**config.mk**
```make
export PLATFORM = sky130hd
export DESIGN_NAME = rgb_to_nv12_nv21_converter
export DESIGN_NICKNAME = d
export VERILOG_FILES = /design/src/rtl/core/rnv_pkg.sv /design/src/rtl/core/rgb_to_nv12_nv21_converter.sv /design/src/rtl/core/rnv_regs.sv /design/src/rtl/core/rnv_front.sv /design/src/rtl/core/rnv_queue.sv /design/src/rtl/core/rnv_back.sv
export VERILOG_INCLUDE_DIRS = /design/src /design/src/rtl/core
export SDC_FILE = /design/constraint.sdc
export NUM_CORES = 1
export LEC_CHECK = 0
export BUFFER_PORTS_ARGS = -buffer_cell sky130_fd_sc_hd__buf_2
export CAP_MARGIN = 0
export CORE_ASPECT_RATIO = 1.25
export CORE_UTILIZATION = 67
export DETAILED_ROUTE_END_ITERATION = 16
export PLACE_DENSITY_LB_ADDON = 0.25
export SKIP_CTS_REPAIR_TIMING = 1
export SYNTH_ARGS = -nofsm -noshare
export SYNTH_HDL_FRONTEND = slang
export SYNTH_HIERARCHICAL = 1
export SYNTH_SLANG_ARGS = --single-unit
```
**constraint.sdc**
```tcl
create_clock -name clk_i -period 17.1 [get_ports clk_i]
set_input_delay 2.565 -clock clk_i [delete_from_list [all_inputs] [get_ports clk_i]]
set_output_delay 2.565 -clock clk_i [all_outputs]
set_load 0.05 [all_outputs]
```
**src/rtl/core/rgb_to_nv12_nv21_converter_macros.svh**
```systemverilog
// Assertion macros for the RGB to NV12/NV21 converter.
// Used by the top level only; needs nothing else.
`ifndef RGB_TO_NV12_NV21_CONVERTER_MACROS_SVH
`define RGB_TO_NV12_NV21_CONVERTER_MACROS_SVH

// Check a consequence in the same cycle as its antecedent.
`define RNV_ASSERT_NOW(lbl, clk, rst_n, ante, cons, msg) \
  lbl: assert property (@(posedge clk) disable iff (!rst_n) (ante) |-> (cons)) \
    else $error(msg);

// Check a consequence in the cycle after its antecedent.
`define RNV_ASSERT_NEXT(lbl, clk, rst_n, ante, cons, msg) \
  lbl: assert property (@(posedge clk) disable iff (!rst_n) (ante) |=> (cons)) \
    else $error(msg);

`endif

```
**src/rtl/core/rnv_pkg.sv**
```systemverilog
// Shared types, constants and helpers of the RGB to NV12/NV21 converter.
// Depends on nothing; every other file except the macro header imports it.
`timescale 1ns / 1ps

package rnv_pkg;

  // Field and register widths
  localparam int PIX_W    = 8;
  localparam int SIZE_W   = 13;
  localparam int EFF_W    = 14;
  localparam int LADDR_W  = 24;
  localparam int CADDR_W  = 25;
  localparam int DATA_W   = 32;
  localparam int ADDR_W   = 4;
  localparam int PROD_W   = 2 * EFF_W;

  // Default frame limits
  localparam int MAX_WIDTH_DEF  = 4096;
  localparam int MAX_HEIGHT_DEF = 4096;

  // Register reset values
  localparam logic [SIZE_W-1:0] WIDTH_RESET  = 13'd640;
  localparam logic [SIZE_W-1:0] HEIGHT_RESET = 13'd480;
  localparam logic              ORDER_RESET  = 1'b0;

  // Decoupling queue
  localparam int QUEUE_DEPTH = 4;

  // BT.601 studio-range coefficients (magnitudes; signs are in the datapath)
  localparam int COEF_Y_R    = 66;
  localparam int COEF_Y_G    = 129;
  localparam int COEF_Y_B    = 25;
  localparam int COEF_CB_R   = 38;
  localparam int COEF_CB_G   = 74;
  localparam int COEF_C_MAIN = 112;
  localparam int COEF_CR_G   = 94;
  localparam int COEF_CR_B   = 18;
  localparam int ROUND_BIAS  = 128;
  localparam int LUMA_OFFSET = 16;
  // Rounding plus 128 chroma offset moved ahead of the shift: 128*256 + 128
  localparam int CHROMA_BIAS = 32896;

  typedef enum logic [1:0] {
    REG_FRAME_WIDTH  = 2'd0,
    REG_FRAME_HEIGHT = 2'd1,
    REG_CHROMA_ORDER = 2'd2
  } reg_idx_e;

  typedef enum logic {
    ORDER_NV12 = 1'b0,
    ORDER_NV21 = 1'b1
  } chroma_order_e;

  // Configuration as seen by the datapath
  typedef struct packed {
    logic [EFF_W-1:0]   eff_width;
    logic [EFF_W-1:0]   eff_height;
    logic [CADDR_W-1:0] frame_size;
    chroma_order_e      order;
    logic               restart;
  } cfg_t;

  // One classified pixel waiting for the back end
  typedef struct packed {
    logic [PIX_W-1:0]   red;
    logic [PIX_W-1:0]   green;
    logic [PIX_W-1:0]   blue;
    logic [LADDR_W-1:0] luma_address;
    logic               chroma_valid;
    logic [CADDR_W-1:0] chroma_offset;
    logic               frame_end;
    chroma_order_e      order;
  } item_t;

  // One finished result
  typedef struct packed {
    logic [PIX_W-1:0]   luma;
    logic [LADDR_W-1:0] luma_address;
    logic               chroma_valid;
    logic [PIX_W-1:0]   chroma_first;
    logic [PIX_W-1:0]   chroma_second;
    logic [CADDR_W-1:0] chroma_address;
    logic               frame_end;
  } result_t;

  // Zero reads as one, anything above the limit reads as the limit.
  function automatic logic [EFF_W-1:0] clamp_size(logic [SIZE_W-1:0] v,
                                                  logic [EFF_W-1:0] maxv);
    logic [EFF_W-1:0] ext;
    ext = EFF_W'(v);
    if (ext == '0) begin
      return EFF_W'(1);
    end else if (ext > maxv) begin
      return maxv;
    end
    return ext;
  endfunction

endpackage

```
**src/rtl/core/rgb_to_nv12_nv21_converter.sv**
```systemverilog
// Channel   Direction  Handshake                Payload
// pixel     in         in_valid_i / in_stall_o  red_i, green_i, blue_i
// result    out        out_valid_o / out_stall_i luma, addresses, chroma pair, frame_end
// config    in/out     APB psel/penable/pready  paddr, pwdata, prdata
//
// One pixel per clock sustained unless the output stalls. An accepted pixel goes to
// a queue slot, then pops through the single constant-coefficient multiply-add stage
// into the back end's output register. A four-entry queue splits the pixel counters
// from the color math, so input stall rises only when the queue fills behind a
// stalled output. Reset clears the counters and the queue and loads 640x480, NV12.
//
// Top level of the RGB to NV12/NV21 converter.
// Depends on rnv_pkg, rnv_regs, rnv_front, rnv_queue, rnv_back and the macro header.
`timescale 1ns / 1ps
`include "rgb_to_nv12_nv21_converter_macros.svh"

module rgb_to_nv12_nv21_converter #(
  parameter int MAX_WIDTH  = rnv_pkg::MAX_WIDTH_DEF,
  parameter int MAX_HEIGHT = rnv_pkg::MAX_HEIGHT_DEF
) (
  input  logic                          clk_i,
  input  logic                          rst_ni,
  // APB configuration port
  input  logic                          psel,
  input  logic                          penable,
  input  logic                          pwrite,
  input  logic [rnv_pkg::ADDR_W-1:0]    paddr,
  input  logic [rnv_pkg::DATA_W-1:0]    pwdata,
  output logic [rnv_pkg::DATA_W-1:0]    prdata,
  output logic                          pready,
  // Pixel input
  input  logic                          in_valid_i,
  output logic                          in_stall_o,
  input  logic [rnv_pkg::PIX_W-1:0]     red_i,
  input  logic [rnv_pkg::PIX_W-1:0]     green_i,
  input  logic [rnv_pkg::PIX_W-1:0]     blue_i,
  // Result output
  output logic                          out_valid_o,
  input  logic                          out_stall_i,
  output logic [rnv_pkg::PIX_W-1:0]     luma_o,
  output logic [rnv_pkg::LADDR_W-1:0]   luma_address_o,
  output logic                          chroma_valid_o,
  output logic [rnv_pkg::PIX_W-1:0]     chroma_first_o,
  output logic [rnv_pkg::PIX_W-1:0]     chroma_second_o,
  output logic [rnv_pkg::CADDR_W-1:0]   chroma_address_o,
  output logic                          frame_end_o
);
  import rnv_pkg::*;

  cfg_t    cfg;
  item_t   push_item, head_item;
  result_t res;
  logic    q_push, q_pop, q_empty, q_full;
  logic [$clog2(QUEUE_DEPTH):0] q_count;

  // Register bank: raw values for readback, clamped sizes for the datapath.
  rnv_regs #(
    .MAX_WIDTH (MAX_WIDTH),
    .MAX_HEIGHT(MAX_HEIGHT)
  ) u_regs (
    .clk_i  (clk_i),
    .rst_ni (rst_ni),
    .psel   (psel),
    .penable(penable),
    .pwrite (pwrite),
    .paddr  (paddr),
    .pwdata (pwdata),
    .prdata (prdata),
    .pready (pready),
    .cfg_o  (cfg)
  );

  // Front end: accept a pixel whenever the queue has room and tag it.
  rnv_front #(
    .MAX_WIDTH (MAX_WIDTH),
    .MAX_HEIGHT(MAX_HEIGHT)
  ) u_front (
    .clk_i     (clk_i),
    .rst_ni    (rst_ni),
    .cfg_i     (cfg),
    .in_valid_i(in_valid_i),
    .in_stall_o(in_stall_o),
    .red_i     (red_i),
    .green_i   (green_i),
    .blue_i    (blue_i),
    .q_push_o  (q_push),
    .q_item_o  (push_item),
    .q_full_i  (q_full)
  );

  // Hold tagged pixels while the output side stalls.
  rnv_queue u_queue (
    .clk_i  (clk_i),
    .rst_ni (rst_ni),
    .push_i (q_push),
    .item_i (push_item),
    .pop_i  (q_pop),
    .item_o (head_item),
    .empty_o(q_empty),
    .full_o (q_full),
    .count_o(q_count)
  );

  // Back end: color math and the output register.
  rnv_back u_back (
    .clk_i       (clk_i),
    .rst_ni      (rst_ni),
    .frame_size_i(cfg.frame_size),
    .item_i      (head_item),
    .q_empty_i   (q_empty),
    .q_pop_o     (q_pop),
    .out_valid_o (out_valid_o),
    .out_stall_i (out_stall_i),
    .res_o       (res)
  );

  assign luma_o           = res.luma;
  assign luma_address_o   = res.luma_address;
  assign chroma_valid_o   = res.chroma_valid;
  assign chroma_first_o   = res.chroma_first;
  assign chroma_second_o  = res.chroma_second;
  assign chroma_address_o = res.chroma_address;
  assign frame_end_o      = res.frame_end;

  // A push without a pop grows the queue by exactly one item.
  `RNV_ASSERT_NEXT(a_queue_grow, clk_i, rst_ni, q_push && !q_pop, q_count == $past(q_count) + 1'b1, "queue count did not grow on push")

  // Without a chroma pair, the pair fields read as zero.
  `RNV_ASSERT_NOW(a_chroma_zero, clk_i, rst_ni, out_valid_o && !chroma_valid_o, chroma_first_o == '0 && chroma_second_o == '0 && chroma_address_o == '0, "chroma fields nonzero without a pair")

  // Chroma pairs come only from even rows and even columns, so the luma address is even.
  `RNV_ASSERT_NOW(a_chroma_even, clk_i, rst_ni, out_valid_o && chroma_valid_o, !luma_address_o[0], "chroma pair on an odd luma address")

endmodule

```
**src/rtl/core/rnv_regs.sv**
```systemverilog
// Configuration register bank with APB-style access.
// Depends on rnv_pkg; hands the clamped frame size and order to the datapath.
`timescale 1ns / 1ps

module rnv_regs #(
  parameter int MAX_WIDTH  = rnv_pkg::MAX_WIDTH_DEF,
  parameter int MAX_HEIGHT = rnv_pkg::MAX_HEIGHT_DEF
) (
  input  logic                        clk_i,
  input  logic                        rst_ni,
  input  logic                        psel,
  input  logic                        penable,
  input  logic                        pwrite,
  input  logic [rnv_pkg::ADDR_W-1:0]  paddr,
  input  logic [rnv_pkg::DATA_W-1:0]  pwdata,
  output logic [rnv_pkg::DATA_W-1:0]  prdata,
  output logic                        pready,
  output rnv_pkg::cfg_t               cfg_o
);
  import rnv_pkg::*;

  localparam logic [EFF_W-1:0] MaxW = EFF_W'(MAX_WIDTH);
  localparam logic [EFF_W-1:0] MaxH = EFF_W'(MAX_HEIGHT);

  logic [SIZE_W-1:0]  width_q, height_q;
  logic [EFF_W-1:0]   eff_width_q, eff_height_q;
  logic [CADDR_W-1:0] frame_size_q;
  logic [PROD_W-1:0]  size_prod;
  chroma_order_e      order_q;
  logic               wr_en;
  reg_idx_e           idx;

  assign pready = 1'b1;
  assign wr_en  = psel && penable && pwrite && pready;
  assign idx    = reg_idx_e'(paddr[3:2]);

  always_ff @(posedge clk_i or negedge rst_ni) begin
    if (!rst_ni) begin
      width_q      <= WIDTH_RESET;
      height_q     <= HEIGHT_RESET;
      eff_width_q  <= clamp_size(WIDTH_RESET, MaxW);
      eff_height_q <= clamp_size(HEIGHT_RESET, MaxH);
      order_q      <= chroma_order_e'(ORDER_RESET);
    end else if (wr_en) begin
      unique case (idx)
        REG_FRAME_WIDTH: begin
          width_q     <= pwdata[SIZE_W-1:0];
          eff_width_q <= clamp_size(pwdata[SIZE_W-1:0], MaxW);
        end
        REG_FRAME_HEIGHT: begin
          height_q     <= pwdata[SIZE_W-1:0];
          eff_height_q <= clamp_size(pwdata[SIZE_W-1:0], MaxH);
        end
        REG_CHROMA_ORDER: begin
          order_q <= chroma_order_e'(pwdata[0]);
        end
        default: begin
        end
      endcase
    end
  end

  // Frame size is registered from the registered clamped sizes; items reach the back end later.
  assign size_prod = PROD_W'(eff_width_q) * PROD_W'(eff_height_q);

  always_ff @(posedge clk_i or negedge rst_ni) begin
    if (!rst_ni) begin
      frame_size_q <= CADDR_W'(PROD_W'(clamp_size(WIDTH_RESET, MaxW)) *
                               PROD_W'(clamp_size(HEIGHT_RESET, MaxH)));
    end else begin
      frame_size_q <= size_prod[CADDR_W-1:0];
    end
  end

  always_comb begin
    prdata = '0;
    unique case (idx)
      REG_FRAME_WIDTH:  prdata = DATA_W'(width_q);
      REG_FRAME_HEIGHT: prdata = DATA_W'(height_q);
      REG_CHROMA_ORDER: prdata = DATA_W'(order_q);
      default:          prdata = '0;
    endcase
  end

  always_comb begin
    cfg_o.eff_width  = eff_width_q;
    cfg_o.eff_height = eff_height_q;
    cfg_o.frame_size = frame_size_q;
    cfg_o.order      = order_q;
    cfg_o.restart    = wr_en && (idx == REG_FRAME_WIDTH || idx == REG_FRAME_HEIGHT);
  end

endmodule

```
**src/rtl/core/rnv_front.sv**
```systemverilog
// Front end: accepts pixels, tracks row and column, tags each pixel with its addresses.
// Depends on rnv_pkg; feeds rnv_queue.
`timescale 1ns / 1ps

module rnv_front #(
  parameter int MAX_WIDTH  = rnv_pkg::MAX_WIDTH_DEF,
  parameter int MAX_HEIGHT = rnv_pkg::MAX_HEIGHT_DEF
) (
  input  logic                       clk_i,
  input  logic                       rst_ni,
  input  rnv_pkg::cfg_t              cfg_i,
  input  logic                       in_valid_i,
  output logic                       in_stall_o,
  input  logic [rnv_pkg::PIX_W-1:0]  red_i,
  input  logic [rnv_pkg::PIX_W-1:0]  green_i,
  input  logic [rnv_pkg::PIX_W-1:0]  blue_i,
  output logic                       q_push_o,
  output rnv_pkg::item_t             q_item_o,
  input  logic                       q_full_i
);
  import rnv_pkg::*;

  localparam int ColW = $clog2(MAX_WIDTH);
  localparam int RowW = $clog2(MAX_HEIGHT);

  logic [ColW-1:0]    col_q, col_d;
  logic [RowW-1:0]    row_q, row_d;
  logic [LADDR_W-1:0] luma_q, luma_d;
  logic [CADDR_W-1:0] coff_q, coff_d;
  logic               last_col, last_row, cvalid, push;

  assign push       = in_valid_i && !q_full_i;
  assign in_stall_o = q_full_i;
  assign q_push_o   = push;

  assign last_col = EFF_W'(col_q) >= (cfg_i.eff_width - EFF_W'(1));
  assign last_row = EFF_W'(row_q) >= (cfg_i.eff_height - EFF_W'(1));
  assign cvalid   = !row_q[0] && !col_q[0];

  always_comb begin
    q_item_o.red           = red_i;
    q_item_o.green         = green_i;
    q_item_o.blue          = blue_i;
    q_item_o.luma_address  = luma_q;
    q_item_o.chroma_valid  = cvalid;
    q_item_o.chroma_offset = coff_q;
    q_item_o.frame_end     = last_col && last_row;
    q_item_o.order         = cfg_i.order;
  end

  always_comb begin
    col_d  = col_q;
    row_d  = row_q;
    luma_d = luma_q;
    coff_d = coff_q;
    priority if (cfg_i.restart) begin
      col_d  = '0;
      row_d  = '0;
      luma_d = '0;
      coff_d = '0;
    end else if (push) begin
      luma_d = luma_q + LADDR_W'(1);
      if (cvalid) begin
        coff_d = coff_q + CADDR_W'(2);
      end
      if (last_col) begin
        col_d = '0;
        if (last_row) begin
          row_d  = '0;
          luma_d = '0;
          coff_d = '0;
        end else begin
          row_d = row_q + RowW'(1);
        end
      end else begin
        col_d = col_q + ColW'(1);
      end
    end
  end

  always_ff @(posedge clk_i or negedge rst_ni) begin
    if (!rst_ni) begin
      col_q  <= '0;
      row_q  <= '0;
      luma_q <= '0;
      coff_q <= '0;
    end else begin
      col_q  <= col_d;
      row_q  <= row_d;
      luma_q <= luma_d;
      coff_q <= coff_d;
    end
  end

endmodule

```
**src/rtl/core/rnv_queue.sv**
```systemverilog
// Short FIFO of tagged pixels between front and back end.
// Depends on rnv_pkg for the item type and depth.
`timescale 1ns / 1ps

module rnv_queue (
  input  logic                                   clk_i,
  input  logic                                   rst_ni,
  input  logic                                   push_i,
  input  rnv_pkg::item_t                         item_i,
  input  logic                                   pop_i,
  output rnv_pkg::item_t                         item_o,
  output logic                                   empty_o,
  output logic                                   full_o,
  output logic [$clog2(rnv_pkg::QUEUE_DEPTH):0]  count_o
);
  import rnv_pkg::*;

  localparam int PtrW = $clog2(QUEUE_DEPTH);
  localparam int CntW = PtrW + 1;

  item_t           slot_q [QUEUE_DEPTH];
  logic [PtrW-1:0] wr_ptr_q, rd_ptr_q;
  logic [CntW-1:0] count_q;

  assign empty_o = (count_q == '0);
  assign full_o  = (count_q == CntW'(QUEUE_DEPTH));
  assign count_o = count_q;
  assign item_o  = slot_q[rd_ptr_q];

  // Payload slots need no reset.
  always_ff @(posedge clk_i) begin
    if (push_i) begin
      slot_q[wr_ptr_q] <= item_i;
    end
  end

  always_ff @(posedge clk_i or negedge rst_ni) begin
    if (!rst_ni) begin
      wr_ptr_q <= '0;
      rd_ptr_q <= '0;
      count_q  <= '0;
    end else begin
      if (push_i) begin
        wr_ptr_q <= (wr_ptr_q == PtrW'(QUEUE_DEPTH - 1)) ? '0 : wr_ptr_q + PtrW'(1);
      end
      if (pop_i) begin
        rd_ptr_q <= (rd_ptr_q == PtrW'(QUEUE_DEPTH - 1)) ? '0 : rd_ptr_q + PtrW'(1);
      end
      unique case ({push_i, pop_i})
        2'b10:   count_q <= count_q + CntW'(1);
        2'b01:   count_q <= count_q - CntW'(1);
        default: count_q <= count_q;
      endcase
    end
  end

endmodule

```
**src/rtl/core/rnv_back.sv**
```systemverilog
// Back end: color math on the queue head and the output register.
// Depends on rnv_pkg; pops rnv_queue.
`timescale 1ns / 1ps

module rnv_back (
  input  logic                            clk_i,
  input  logic                            rst_ni,
  input  logic [rnv_pkg::CADDR_W-1:0]     frame_size_i,
  input  rnv_pkg::item_t                  item_i,
  input  logic                            q_empty_i,
  output logic                            q_pop_o,
  output logic                            out_valid_o,
  input  logic                            out_stall_i,
  output rnv_pkg::result_t                res_o
);
  import rnv_pkg::*;

  localparam int SumW = 17;

  logic [SumW-1:0] y_sum, cb_sum, cr_sum;
  logic [PIX_W-1:0] cb, cr;
  result_t res_d, res_q;
  logic    valid_q;
  logic    pop;

  // Load the output register when it is empty or being drained.
  assign pop     = !q_empty_i && (!valid_q || !out_stall_i);
  assign q_pop_o = pop;

  always_comb begin
    y_sum  = SumW'(item_i.red)   * SumW'(COEF_Y_R)
           + SumW'(item_i.green) * SumW'(COEF_Y_G)
           + SumW'(item_i.blue)  * SumW'(COEF_Y_B)
           + SumW'(ROUND_BIAS);
    // Biased sums stay positive, so the floor is a plain shift.
    cb_sum = SumW'(item_i.blue) * SumW'(COEF_C_MAIN) + SumW'(CHROMA_BIAS)
           - SumW'(item_i.red)   * SumW'(COEF_CB_R)
           - SumW'(item_i.green) * SumW'(COEF_CB_G);
    cr_sum = SumW'(item_i.red) * SumW'(COEF_C_MAIN) + SumW'(CHROMA_BIAS)
           - SumW'(item_i.green) * SumW'(COEF_CR_G)
           - SumW'(item_i.blue)  * SumW'(COEF_CR_B);
    cb = cb_sum[15:8];
    cr = cr_sum[15:8];

    res_d.luma           = y_sum[15:8] + PIX_W'(LUMA_OFFSET);
    res_d.luma_address   = item_i.luma_address;
    res_d.chroma_valid   = item_i.chroma_valid;
    res_d.frame_end      = item_i.frame_end;
    res_d.chroma_first   = '0;
    res_d.chroma_second  = '0;
    res_d.chroma_address = '0;
    if (item_i.chroma_valid) begin
      res_d.chroma_first   = (item_i.order == ORDER_NV21) ? cr : cb;
      res_d.chroma_second  = (item_i.order == ORDER_NV21) ? cb : cr;
      res_d.chroma_address = frame_size_i + item_i.chroma_offset;
    end
  end

  always_ff @(posedge clk_i) begin
    if (pop) begin
      res_q <= res_d;
    end
  end

  always_ff @(posedge clk_i or negedge rst_ni) begin
    if (!rst_ni) begin
      valid_q <= 1'b0;
    end else if (pop) begin
      valid_q <= 1'b1;
    end else if (!out_stall_i) begin
      valid_q <= 1'b0;
    end
  end

  assign out_valid_o = valid_q;
  assign res_o       = res_q;

endmodule

```
==> flow_metrics.tcl <==
set metrics [dict create \
    status "complete, no violations" \
    grt-ovfl-total 0 \
    synth-compound-area-share 0.0837 \
    tightest_slew_ns 1.30 \
    met3_usage 0.0424 \
    crit_path_top_delay_cell "mux4_2" \
    hold_violations 0 \
    layout.area.seq_mm2 0.0154 \
    fillers 3722 \
    whs_ns 0.472 \
    synth_edf_count 379 \
    synth_commonest_cells "404 x inv_1, 379 x edfxtp_1, 379 x ha_1" \
    place_congestion 0.895 \
    netlist_top_cells_area "edfxtp_1 30%, ha_1 13%, fa_1 11%" \
    io_pins 177 \
    crit_arrival_ns 8.39 \
    yosys.area_share.simple 0.110 \
    die_h_um 267 \
    totalWireLength_um 85300 \
    critPathBufInv 5 \
    yosysMostFrequentCell "inv_1" \
    ys.flop_type "edfxtp_1" \
    synth_area_mm2 0.0375 \
    post-dp-hpwl_um 58800 \
    grt_usage 0.309 \
    ant_nets 0 \
    synthAdderAreaFrac 0.236 \
    synth_xor_area_frac 0.0334 \
    syn_to_final_growth_pct 6.86 \
    cap_violations 0 \
    drv_slew 0 \
    vias 25100 \
    seq_area_frac_synth 0.409 \
    grt.met2_usage 0.557 \
    drive_gt1_frac 0.122 \
    drtPass1Iterations 6 \
    wl_per_cell_um 20.9 \
    path_class "register to register" \
    rows 96 \
    end_kind "register" \
    grt_use_met1 0.353 \
    syn-instance-count 3248 \
    slew_headroom 0.128 \
    drc 0 \
    busiest_layer "met2" \
    crit_chain "buf_4 > mux4_2 > inv_1 > fa_1 > inv_1 > ha_1 > fa_1 > inv_1 > fa_1 > nor2b_1 > o21ai_1 > a21boi_1 > nor2_1 > fa_1 > inv_1 > ha_1 > ha_1 > nand2_1 > o31ai_2 > a311oi_2 > a21oi_2 > nor3b_1 > a211oi_1 > a21oi_1" \
    antenna_found_initial 3 \
    clkLatencyLatePin_ns 0.61 \
    critical_path_required_ns 17.43 \
    setup_viol 0 \
    multiInputGateArea_mm2 0.0198 \
    die-area_mm2 0.0569 \
    start_util 0.680 \
    path_delay_family "adder cells" \
    ys_warn_count 6 \
    grt_max_degree 98 \
    cts_buffers 53 \
    root_buffer "clkbuf_16" \
    cp_max_fo 25 \
    core_mm2 0.0551 \
    fin_setup_tns_ns 0 \
    drt_iter0_markers 1458 \
    cts_tree "built" \
    finalClockSkew_ns 0.0276 \
    vias_per_cell 6.15 \
    slowest_delay_ns 0.75 \
    cts_max_level 2 \
    clock_path_buffers 3 \
    die_w_um 214 \
    synth.distinct_cells 93 \
    cts.sink_count 537 \
    grt_setup_unrepaired "no" \
    layout_worst_path_cycle_share 0.472 \
    utilization 0.727 \
    fin_nets 3955 \
    fin_crit_ns 8.07 \
    synthMuxAreaShare 0.0601 \
    synth_top_area_frac 0.303 \
    synth_top_family_by_area "adder cells" \
    ys_seq_elements 537 \
    grt_pass1_wl_um 136000 \
    first_global_vias 26400 \
    hold_path.class "register to register" \
    fmax_mhz 124 \
    start_kind "register" \
    async_flop_share 0.294 \
    io_buffer_count 135 \
    avgSynthCellArea_um2 11.5 \
    synth_top_area_cell "edfxtp_1" \
    path_clk_slew_ns 0.06 \
]
[tightest hold or removal path, cell delays in order (launching register included)]
cell and delay [ns]:
dfstp_2 0.37, nand2_1 0.05, nand2_1 0.05
[worst paths after layout]
| path | slack, ns | start | cells past startpoint | to |
|---|---|---|---|---|
| setup / recovery | 9.03 | u_queue/rd_ptr_q[0] | 24 | u_back/res_o[40] |
| hold / removal | 0.47 | u_regs/width_q[7] | 2 | u_regs/width_q[7] |
| max in group asynchronous | 13.52 | rst_ni | 2 | u_queue/rd_ptr_q[0] |
| setup reg to reg | 9.03 | u_queue/rd_ptr_q[0] | 24 | u_back/res_o[40] |
| min in group asynchronous | 2.06 | rst_ni | 1 | u_regs/width_q[0] |
| hold reg to reg | 0.47 | u_regs/width_q[7] | 2 | u_regs/width_q[7] |
[metal layers]
metal  share of wire  up-vias
met5         0.00015        -
met4           0.050        2
met3           0.046      217
met2            0.53      816
met1            0.38    12600
li1                -    11500
[layout make-up]
class / count / share of cell area
Timing Repair Buffer: 150 / 0.0198
Antenna cell: 2 / 0.000125
Sequential cell: 537 / 0.383
Tap cell: 735 / 0.0229
Inverter: 407 / 0.0381
Clock buffer: 60 / 0.0345
Clock inverter: 39 / 0.00777
Multi-Input combinational cell: 2154 / 0.493
[placed cells by master (no fill, tap or decap), types with 21 or more instances in the layout]
master | netlist | final
and2_1 | 106 | 102
clkbuf_16 | 0 | 53
nor2_1 | 131 | 130
nand2_1 | 289 | 289
o21ai_0 | 65 | 65
nand2b_1 | 24 | 23
inv_1 | 404 | 404
nor3_1 | 50 | 50
o21ai_1 | 22 | 22
edfxtp_1 | 379 | 379
buf_2 | 16 | 134
mux4_2 | 76 | 76
a21oi_1 | 111 | 110
nand4_1 | 25 | 25
nor4_1 | 26 | 26
o311ai_1 | 24 | 24
dfrtp_1 | 142 | 140
conb_1 | 3 | 23
mux2i_1 | 33 | 33
ha_1 | 379 | 379
xor2_1 | 50 | 50
and3_1 | 24 | 24
xnor2_1 | 93 | 93
a21o_1 | 41 | 41
a211oi_1 | 22 | 21
nand3_1 | 71 | 71
fa_1 | 206 | 206
[flip-flops by register name (all words and copies together) (netlist names)]
register             cells
u_queue/slot_q         304
u_back/res_o            75
u_regs/frame_size_q     25
u_front/coff_q          24
u_front/luma_q          24
u_regs/eff_height_q     13
u_regs/eff_width_q      13
u_regs/height_q         13
u_regs/width_q          13
u_front/col_q           12
u_front/row_q           12
u_queue/count_o          3
u_queue/rd_ptr_q         2
u_queue/wr_ptr_q         2
u_back/out_valid_o       1
u_regs/order_q           1
[logic make-up after synthesis]
group	count (synthesis)
and+or+nand+nor	831
adders and majority gates	585
buffers and inverters	577
DFF	537
AOI/OAI and AO/OA	444
xor gates and xnor gates	143
muxes	128
other	3
[stage by stage]
step,instances,worst slack (ns),instance area [um2]
finish,4084,9.03,40100
global route,4082,8.63,40100
CTS,4082,9.03,40100
detailed placement,3983,9.08,38400
global placement,3983,9.15,38400
floorplan,3268,9.20,37600
Power is not shown: default switching activity piles up to over one toggle a cycle in this logic, so the estimate is an artifact.
